==> src/rtl/htw_pkg.sv <==
// Shared types and constants of the hashed timer wheel.
package htw_pkg;
  localparam int MaxTimersDef = 32;
  localparam int SlotsDef = 256;
  localparam int IdW = 5;
  localparam int ToW = 32;
  localparam int CntW = 16;
  localparam int SiW = 16;
  localparam int SuW = 9;
  localparam logic OP_INSERT = 1'b0;
  localparam logic OP_TICK = 1'b1;
  localparam logic REG_SLOT_INTERVAL = 1'b0;
  localparam logic REG_SLOTS_IN_USE = 1'b1;

  // request from control to the divider
  typedef struct packed {
    logic            go;
    logic [ToW-1:0]  dividend;
    logic [ToW-1:0]  divisor;
  } htw_div_req_t;

  typedef struct packed {
    logic            done;
    logic [ToW-1:0]  quot;
    logic [ToW-1:0]  rem;
  } htw_div_rsp_t;
endpackage

==> src/rtl/hashed_timer_wheel.sv <==
// Hashed timer wheel: top level with control, entry memory and divider.
//
// Every division goes through one bit-serial divider. An insert keeps busy
// high after it is accepted for its steps: timeout by slot interval, then
// ticks by slot count, then one memory write. A tick keeps busy high while
// each pool entry gets a memory read state and an examine state, and one
// closing state follows. Each entry that fires and is re-armed adds the two
// divisions and the memory write of an insert. Either transaction first adds
// a division when the current slot is not below the slots in use, because the
// slot must then be reduced. A fired result is held back until the next one
// fires, so that the final one of a tick can carry last. The final result of
// a tick, either the last fired entry or the empty marker, is shown in the
// same cycle that busy falls. Each result is on the ports for one cycle with
// done; the receiver cannot stall them. There is no clearing pass, because
// the active bits reset in flops.
module hashed_timer_wheel #(
  parameter int MAX_TIMERS = htw_pkg::MaxTimersDef,
  parameter int SLOTS = htw_pkg::SlotsDef
) (
  input  logic                       clk,
  input  logic                       rst,
  input  logic                       start,
  output logic                       busy,
  input  logic                       opcode,
  input  logic [htw_pkg::IdW-1:0]    timer_id,
  input  logic [htw_pkg::ToW-1:0]    timeout,
  input  logic [htw_pkg::CntW-1:0]   repeat_count,
  input  logic                       cfg_we,
  input  logic                       cfg_index,
  input  logic [htw_pkg::SiW-1:0]    cfg_data,
  output logic                       done,
  output logic                       fired,
  output logic [htw_pkg::IdW-1:0]    expired_id,
  output logic                       last
);
  import htw_pkg::*;

  localparam int AW = (MAX_TIMERS > 1) ? $clog2(MAX_TIMERS) : 1;
  localparam int SW = (SLOTS > 1) ? $clog2(SLOTS) : 1;
  localparam int EW = SW + ToW + ToW + CntW;

  typedef enum logic [3:0] {
    S_IDLE, S_CMOD, S_DIV1, S_DIV2, S_WRITE, S_RD, S_EXAM, S_ARM1, S_ARM2, S_ARMW,
    S_EMIT
  } st_t;

  st_t st;
  logic [SiW-1:0] slot_interval;
  logic [SuW-1:0] slots_in_use;
  logic [SW-1:0]  cur_slot;
  logic [MAX_TIMERS-1:0] active;

  // entry memory: slot, rotation, stored timeout, remaining
  logic [EW-1:0] mem [MAX_TIMERS];
  logic [EW-1:0] rdata;
  logic [AW-1:0] raddr;
  logic          we;
  logic [AW-1:0] waddr;
  logic [EW-1:0] wdata;

  always_ff @(posedge clk) begin
    if (we) mem[waddr] <= wdata;
    rdata <= mem[raddr];
  end

  logic [SW-1:0]  e_slot;
  logic [ToW-1:0] e_rot, e_ivl;
  logic [CntW-1:0] e_rem;
  assign {e_slot, e_rot, e_ivl, e_rem} = rdata;

  // effective configuration
  logic [ToW-1:0] si_eff;
  logic [SuW:0]   s_eff;
  always_comb begin
    si_eff = (slot_interval == '0) ? ToW'(1) : ToW'(slot_interval);
    if (slots_in_use == '0) s_eff = (SuW+1)'(1);
    else if (32'(slots_in_use) > SLOTS) s_eff = (SuW+1)'(SLOTS);
    else s_eff = (SuW+1)'(slots_in_use);
  end

  htw_div_req_t dreq;
  htw_div_rsp_t drsp;
  htw_div u_div (.clk(clk), .rst(rst), .req(dreq), .rsp(drsp));

  logic [AW-1:0]   idx;
  logic            op;
  logic [ToW-1:0]  a_to;
  logic [CntW-1:0] a_rem;
  logic [ToW-1:0]  ticks;
  logic            go1, go2, go3;
  logic            pend;
  logic [IdW-1:0]  pend_id;
  logic [AW:0]     cnt;
  logic [SW-1:0]   cmod;
  logic [SuW:0]    sum;
  logic [SW-1:0]   new_slot;
  logic            last_entry;
  logic            hit;
  logic            rearm;

  always_comb begin
    // new slot from the reduced current slot and ticks modulo slot count
    sum = (SuW+1)'(cmod) + (SuW+1)'(drsp.rem);
    if (sum >= s_eff) sum = sum - s_eff;
    new_slot = SW'(sum);
    dreq.go = go1 | go2 | go3;
    dreq.dividend = go1 ? a_to : (go2 ? ticks : ToW'(cur_slot));
    dreq.divisor = go1 ? si_eff : ToW'(s_eff);
    raddr = idx;
    last_entry = (32'(cnt) == MAX_TIMERS - 1);
    hit = active[idx] && (e_slot == cur_slot);
    rearm = hit && (e_rot == '0) && (e_rem > CntW'(1));
  end

  // control sequencer
  always_ff @(posedge clk) begin
    if (rst) begin
      st <= S_IDLE;
      busy <= 1'b0;
      done <= 1'b0;
      active <= '0;
      cur_slot <= '0;
      slot_interval <= SiW'(1);
      slots_in_use <= SuW'(256);
      go1 <= 1'b0;
      go2 <= 1'b0;
      go3 <= 1'b0;
      we <= 1'b0;
      pend <= 1'b0;
    end else begin
      done <= 1'b0;
      go1 <= 1'b0;
      go2 <= 1'b0;
      go3 <= 1'b0;
      we <= 1'b0;
      if (cfg_we) begin
        case (cfg_index)
          REG_SLOT_INTERVAL: slot_interval <= cfg_data;
          REG_SLOTS_IN_USE:  slots_in_use <= cfg_data[SuW-1:0];
          default: ;
        endcase
      end
      case (st)
        S_IDLE: if (start) begin
          if (opcode == OP_TICK || 32'(timer_id) < MAX_TIMERS) begin
            busy <= 1'b1;
            op <= opcode;
            idx <= (opcode == OP_INSERT) ? AW'(timer_id) : '0;
            cnt <= '0;
            pend <= 1'b0;
            a_to <= timeout;
            a_rem <= (repeat_count == '0) ? CntW'(1) : repeat_count;
            if (32'(cur_slot) >= 32'(s_eff)) begin
              // current slot lies outside the slots in use: reduce it first
              go3 <= 1'b1;
              st <= S_CMOD;
            end else begin
              cmod <= cur_slot;
              if (opcode == OP_INSERT) begin
                go1 <= 1'b1;
                st <= S_DIV1;
              end else begin
                st <= S_RD;
              end
            end
          end
        end
        S_CMOD: if (drsp.done) begin
          cmod <= SW'(drsp.rem);
          if (op == OP_INSERT) begin
            go1 <= 1'b1;
            st <= S_DIV1;
          end else begin
            st <= S_RD;
          end
        end
        S_DIV1: if (drsp.done) begin
          ticks <= (a_to < si_eff) ? ToW'(1) : drsp.quot;
          go2 <= 1'b1;
          st <= S_DIV2;
        end
        S_DIV2: if (drsp.done) begin
          we <= 1'b1;
          waddr <= idx;
          wdata <= {new_slot, drsp.quot, a_to, a_rem};
          active[idx] <= 1'b1;
          st <= S_WRITE;
        end
        S_WRITE: begin
          st <= S_IDLE;
          busy <= 1'b0;
        end
        S_RD: st <= S_EXAM;
        S_EXAM: begin
          if (hit && e_rot != '0) begin
            we <= 1'b1;
            waddr <= idx;
            wdata <= {e_slot, e_rot - ToW'(1), e_ivl, e_rem};
          end else if (hit) begin
            // send the held result; hold this one back
            if (pend) begin
              done <= 1'b1;
              fired <= 1'b1;
              expired_id <= pend_id;
              last <= 1'b0;
            end
            pend <= 1'b1;
            pend_id <= IdW'(idx);
            if (rearm) begin
              a_to <= e_ivl;
              a_rem <= e_rem - CntW'(1);
              go1 <= 1'b1;
            end else begin
              active[idx] <= 1'b0;
            end
          end
          if (rearm) st <= S_ARM1;
          else if (last_entry) st <= S_EMIT;
          else begin
            st <= S_RD;
            idx <= idx + AW'(1);
            cnt <= cnt + (AW+1)'(1);
          end
        end
        S_ARM1: if (drsp.done) begin
          ticks <= (a_to < si_eff) ? ToW'(1) : drsp.quot;
          go2 <= 1'b1;
          st <= S_ARM2;
        end
        S_ARM2: if (drsp.done) begin
          we <= 1'b1;
          waddr <= idx;
          wdata <= {new_slot, drsp.quot, a_to, a_rem};
          st <= S_ARMW;
        end
        S_ARMW: begin
          if (last_entry) st <= S_EMIT;
          else begin
            idx <= idx + AW'(1);
            cnt <= cnt + (AW+1)'(1);
            st <= S_RD;
          end
        end
        S_EMIT: begin
          // final result of the tick: held fired entry or empty marker
          done <= 1'b1;
          fired <= pend;
          expired_id <= pend ? pend_id : '0;
          last <= 1'b1;
          if (32'(cmod) + 32'd1 >= 32'(s_eff)) cur_slot <= '0;
          else cur_slot <= cmod + SW'(1);
          busy <= 1'b0;
          st <= S_IDLE;
        end
        default: st <= S_IDLE;
      endcase
    end
  end
endmodule

==> src/rtl/htw_div.sv <==
// Restoring radix-2 divider, one quotient bit per cycle.
module htw_div (
  input  logic                  clk,
  input  logic                  rst,
  input  htw_pkg::htw_div_req_t req,
  output htw_pkg::htw_div_rsp_t rsp
);
  import htw_pkg::*;

  logic [ToW-1:0] q;
  logic [ToW:0]   r;
  logic [ToW-1:0] d;
  logic [5:0]     cnt;
  logic           run;
  logic           done;
  logic [ToW:0]   shifted;
  logic [ToW:0]   diff;

  always_comb begin
    shifted = {r[ToW-1:0], q[ToW-1]};
    diff = shifted - {1'b0, d};
  end

  // shift/subtract step
  always_ff @(posedge clk) begin
    if (rst) begin
      run <= 1'b0;
      done <= 1'b0;
      cnt <= '0;
    end else begin
      done <= 1'b0;
      if (req.go) begin
        run <= 1'b1;
        q <= req.dividend;
        d <= req.divisor;
        r <= '0;
        cnt <= 6'(ToW);
      end else if (run) begin
        if (diff[ToW]) begin
          r <= shifted;
          q <= {q[ToW-2:0], 1'b0};
        end else begin
          r <= diff;
          q <= {q[ToW-2:0], 1'b1};
        end
        cnt <= cnt - 6'd1;
        if (cnt == 6'd1) begin
          run <= 1'b0;
          done <= 1'b1;
        end
      end
    end
  end

  assign rsp.done = done;
  assign rsp.quot = q;
  assign rsp.rem  = r[ToW-1:0];
endmodule

==> config.mk <==
export PLATFORM = sky130hd
export DESIGN_NAME = hashed_timer_wheel
export DESIGN_NICKNAME = d
export VERILOG_FILES = /design/src/rtl/htw_pkg.sv /design/src/rtl/hashed_timer_wheel.sv /design/src/rtl/htw_div.sv
export SDC_FILE = /design/constraint.sdc
export NUM_CORES = 2
export LEC_CHECK = 0
export BUFFER_PORTS_ARGS = -buffer_cell sky130_fd_sc_hd__buf_2
export CORE_UTILIZATION = 25
export DETAILED_ROUTE_END_ITERATION = 8
export SETUP_SLACK_MARGIN = 0.3
export SLEW_MARGIN = 20
export SYNTH_ARGS = -nofsm -noshare
export SYNTH_HDL_FRONTEND = slang
export SYNTH_SLANG_ARGS = --single-unit
==> constraint.sdc <==
create_clock -name clk -period 7.1 [get_ports clk]
set_input_delay 0.71 -clock clk [delete_from_list [all_inputs] [get_ports clk]]
set_output_delay 0.71 -clock clk [all_outputs]
set_load 0.01 [all_outputs]
==> results_dict.tcl <==
set metrics [dict create \
    outcome "finished clean" \
    p_comb_share_pct 10.0 \
    layout.cell_area.non_filler_um2 145700 \
    chip_width_um 712.2 \
    worstMarginPinSlew_ns 1.226 \
    cts_post_setup_buffers_inserted 0 \
    port_buffers 83 \
    multiInputGateArea_um2 28460 \
    fill_cells 48614 \
    power_per_cell_area_nw_per_um2 294.4 \
    worst_slew_margin_rel_pct 18.30 \
    ctsResizeCount 0 \
    routed_wl_mm 357.3 \
    hp-class "in -> reg" \
    timing.final.max_slew_violations 0 \
    p_sw_mw 10.07 \
    detail_route.drc_violations 0 \
    critical_path.reg2reg.startpoint "rdata[57]" \
    cts.htree.levels 5 \
    placed_cell_area_um2 135500 \
    ctsHoldBuffers 0 \
    die_height_um 712.2 \
    critPathBufInv 1 \
    globalplace.congestion 0.8060 \
    timing.setup.critical_path_class "reg -> reg" \
    maxClockFrequency_ghz 0.2122 \
    design.die.area_um2 507200 \
    layout_worst_path_cycle_share_pct 66.37 \
    grt_antenna_before_repair 18 \
    dp_wirelength_mm 173.9 \
    layout.area.seq_um2 96570 \
    yosys_warnings 0 \
    cts-buffers-inserted 320 \
    wl_per_cell_um 26.63 \
    vias_per_cell 4.899 \
    met3_wirelength_mm 31.60 \
    rows 260 \
    timing.final.crit_period_ns 4.712 \
    post_synth_inst_count 6255 \
    mostFrequentLayoutCell "sky130_fd_sc_hd__edfxtp_1" \
    postLayoutCoreUtil_pct 29.02 \
    cellLeakagePower_nw 44.18 \
    worst_setup_hold_path_clk_slew_ns 0.06 \
    hold_viol_final 0 \
    clock_tree.root_cell "sky130_fd_sc_hd__clkbuf_16" \
    detail-route-antenna-nets 0 \
    synthesis.area_um2 126100 \
    timing.critical_path.fanout_max 7 \
    slowest_delay_ns 0.96 \
    synth_cell_type_count 75 \
    pwr-share-clk_pct 39.0 \
    grt_start_max_net_pins 109 \
    post_synth.cell_area_avg_um2 20.16 \
    insertion_delay_ns 0.88 \
    clock_tree_from_tritoncts "done" \
    grt-ovfl-total 0 \
    vias 65721 \
    sum_of_negative_setup_slack_ns 0 \
    critPathTopFamily "simple AND/OR/NAND/NOR gates" \
    start_kind "flip-flop" \
    detail_route.iter0.violations 9670 \
    place_inst 12835 \
    swShare_pct 23.49 \
    stdcell_count 13416 \
    critPathArrivalTime_ns 5.20 \
    fin_nets 6631 \
    critical-path-slowest-cell "sky130_fd_sc_hd__nor4_2" \
    async_flop_share_pct 0 \
    synth_enable_flop_cells 3101 \
    rsz_0062_raised_after_global_routing "false" \
    final_cell_mix "sky130_fd_sc_hd__edfxtp_1, sky130_fd_sc_hd__mux4_2, sky130_fd_sc_hd__a22oi_1, sky130_fd_sc_hd__clkbuf_16, sky130_fd_sc_hd__nand2_1" \
    fp.coreArea_um2 502000 \
    ys_dominant_reg_cell "sky130_fd_sc_hd__edfxtp_1" \
    internal_power_mw 32.81 \
    clock_sink_count 3273 \
    wl_met1_mm 145.8 \
    setup_viol 0 \
    syn_nets 6409 \
    wl_met2_mm 169.3 \
    end_kind "flip-flop" \
    share_of_post_route_cells_with_drive_strength_above_1_pct 22.40 \
    maxUsedRoutingLayer "met5" \
    worst_clock_skew_ns 0.04665 \
    grt.total_usage_pct 13.58 \
    synth.ff_latch_count 3273 \
    grt_pass1_wl_mm 498.0 \
    min_from "cfg_data[5]" \
    dr.pass1.iters 8 \
    first_global_vias 65236 \
    cts_buffer_depth 4 \
    crit_chain "or4_1 > nor3_1 > nand3_1 > nor4_2 > buf_4 > nand2b_1 > nor3b_1" \
    io-pin-count 84 \
    max-vdd-ir-drop_mv 0.2059 \
    share_seq_of_total_power_pct 50.9 \
    critical_path_required_ns 7.58 \
    crit_path_start "rdata[57]" \
    floorplan.initialDensity_pct 25.12 \
    synth.yosys.seq_area_share_pct 76.58 \
    area_growth_pct 15.53 \
    max_cap_viol_count 0 \
    total_power_mw 42.88 \
]
==> worst reg2reg max path: stages (launching register included) <==
cell and delay [ns]:
sky130_fd_sc_hd__dfxtp_1 0.36, sky130_fd_sc_hd__or4_1 0.64, sky130_fd_sc_hd__nor3_1 0.59, sky130_fd_sc_hd__nand3_1 0.38, sky130_fd_sc_hd__nor4_2 0.96, sky130_fd_sc_hd__buf_4 0.30, sky130_fd_sc_hd__nand2b_1 0.27, sky130_fd_sc_hd__nor3b_1 0.82
==> path summary, 6_finish.rpt <==
path,endpoint,cells past startpoint,slack [ns]
setup / recovery,last,7,2.39
hold / removal,slot_interval[5],3,0.11
setup reg to reg,last,7,2.39
hold reg to reg,slots_in_use[0],2,0.45
==> state kept, by name, summed over array words and instances (netlist names), 4 cells and up, named ones only <==
register / cells
slots_in_use: 9
slot_interval: 16
expired_id: 5
a_to: 32
wdata: 88
a_rem: 16
u_div.q: 32
cmod: 8
st: 4
rdata: 88
u_div.cnt: 6
u_div.r: 32
u_div.d: 16
idx: 5
pend_id: 5
waddr: 5
ticks: 32
cur_slot: 8
mem: 2816
cnt: 6
==> metrics by stage <==
stage               setup WS [ns]  hold slack (ns)
detailed placement          2.544           0.4494
floorplan                   1.154           0.4361
global placement            2.209           0.4455
finish                      2.388           0.1072
CTS                         2.507          0.05390
global route                2.385          0.08718
==> cell families (layout without fill, tap and decap cells) <==
family	after synthesis	after routing	share of synthesized area (%)
other cells	0	4	0
xor+xnor	99	99	0.6877
simple gates	877	877	3.391
mux	795	795	13.35
flops	3273	3273	76.58
buf+inv	378	854	1.153
fa+ha+maj	79	79	0.8018
compound gates	754	754	4.032
==> synthesized netlist by cell type, types with 4 or more instances <==
cell,instances,share of area [%]
sky130_fd_sc_hd__a21o_1,13,0.077
sky130_fd_sc_hd__buf_1,89,0.26
sky130_fd_sc_hd__mux2i_1,37,0.29
sky130_fd_sc_hd__clkbuf_1,218,0.65
sky130_fd_sc_hd__nand2b_1,14,0.069
sky130_fd_sc_hd__nor3b_1,4,0.024
sky130_fd_sc_hd__xor2_1,29,0.20
sky130_fd_sc_hd__o21ai_0,166,0.66
sky130_fd_sc_hd__o31a_1,4,0.028
sky130_fd_sc_hd__a2111oi_0,5,0.035
sky130_fd_sc_hd__a22oi_1,384,2.3
sky130_fd_sc_hd__or3_1,8,0.040
sky130_fd_sc_hd__or2_2,6,0.030
sky130_fd_sc_hd__and2_1,12,0.060
sky130_fd_sc_hd__or4_1,4,0.024
sky130_fd_sc_hd__or3b_2,5,0.035
sky130_fd_sc_hd__ha_1,76,0.75
sky130_fd_sc_hd__o31ai_1,5,0.030
sky130_fd_sc_hd__buf_2,7,0.028
sky130_fd_sc_hd__nand3_1,35,0.14
sky130_fd_sc_hd__nor4_1,41,0.20
sky130_fd_sc_hd__a22o_1,8,0.056
sky130_fd_sc_hd__nor3_1,65,0.26
sky130_fd_sc_hd__nand2_1,315,0.94
sky130_fd_sc_hd__o21a_1,16,0.095
sky130_fd_sc_hd__a211oi_1,10,0.060
sky130_fd_sc_hd__a31oi_1,9,0.045
sky130_fd_sc_hd__nor2b_1,75,0.37
sky130_fd_sc_hd__nand4_1,98,0.49
sky130_fd_sc_hd__mux2_2,54,0.48
sky130_fd_sc_hd__o221ai_1,5,0.035
sky130_fd_sc_hd__dfxtp_1,172,2.7
sky130_fd_sc_hd__inv_1,59,0.18
sky130_fd_sc_hd__and3_1,8,0.040
sky130_fd_sc_hd__a21oi_1,100,0.40
sky130_fd_sc_hd__nand3b_1,8,0.048
sky130_fd_sc_hd__edfxtp_1,3101,74
sky130_fd_sc_hd__xnor2_1,70,0.49
sky130_fd_sc_hd__nor2_1,166,0.49
sky130_fd_sc_hd__mux4_2,704,13
==> power by group through the flow <==
stage	clock network [mW]	logic, mW	registers [mW]
after detailed placement	0	4.30	22.2
after CTS	16.9	4.33	21.8
after global placement	0	4.27	22.2
final	16.7	4.30	21.8
after floorplan	0	3.08	22.0
after global routing	17.6	4.63	21.9
==> layout make-up <==
cell class                 instances  share of cell area (%)
timing repair buffer             218                   1.287
clock buffer                     445                   6.201
antenna                            4                0.006872
inverter                          60                  0.1546
tap                             6681                   5.739
clock inverter                   131                  0.7842
sequential                      3273                   66.29
multi-input combinational       2604                   19.54
==> routing by layer <==
layer  track usage [%]  vias to the layer above
met4             3.942                        4
met1             18.83                    35390
li1                  -                    26368
met2             22.04                     3367
met3             2.099                      592
met5                 0                        -
Note: power is estimated with default switching activity, not from simulation.
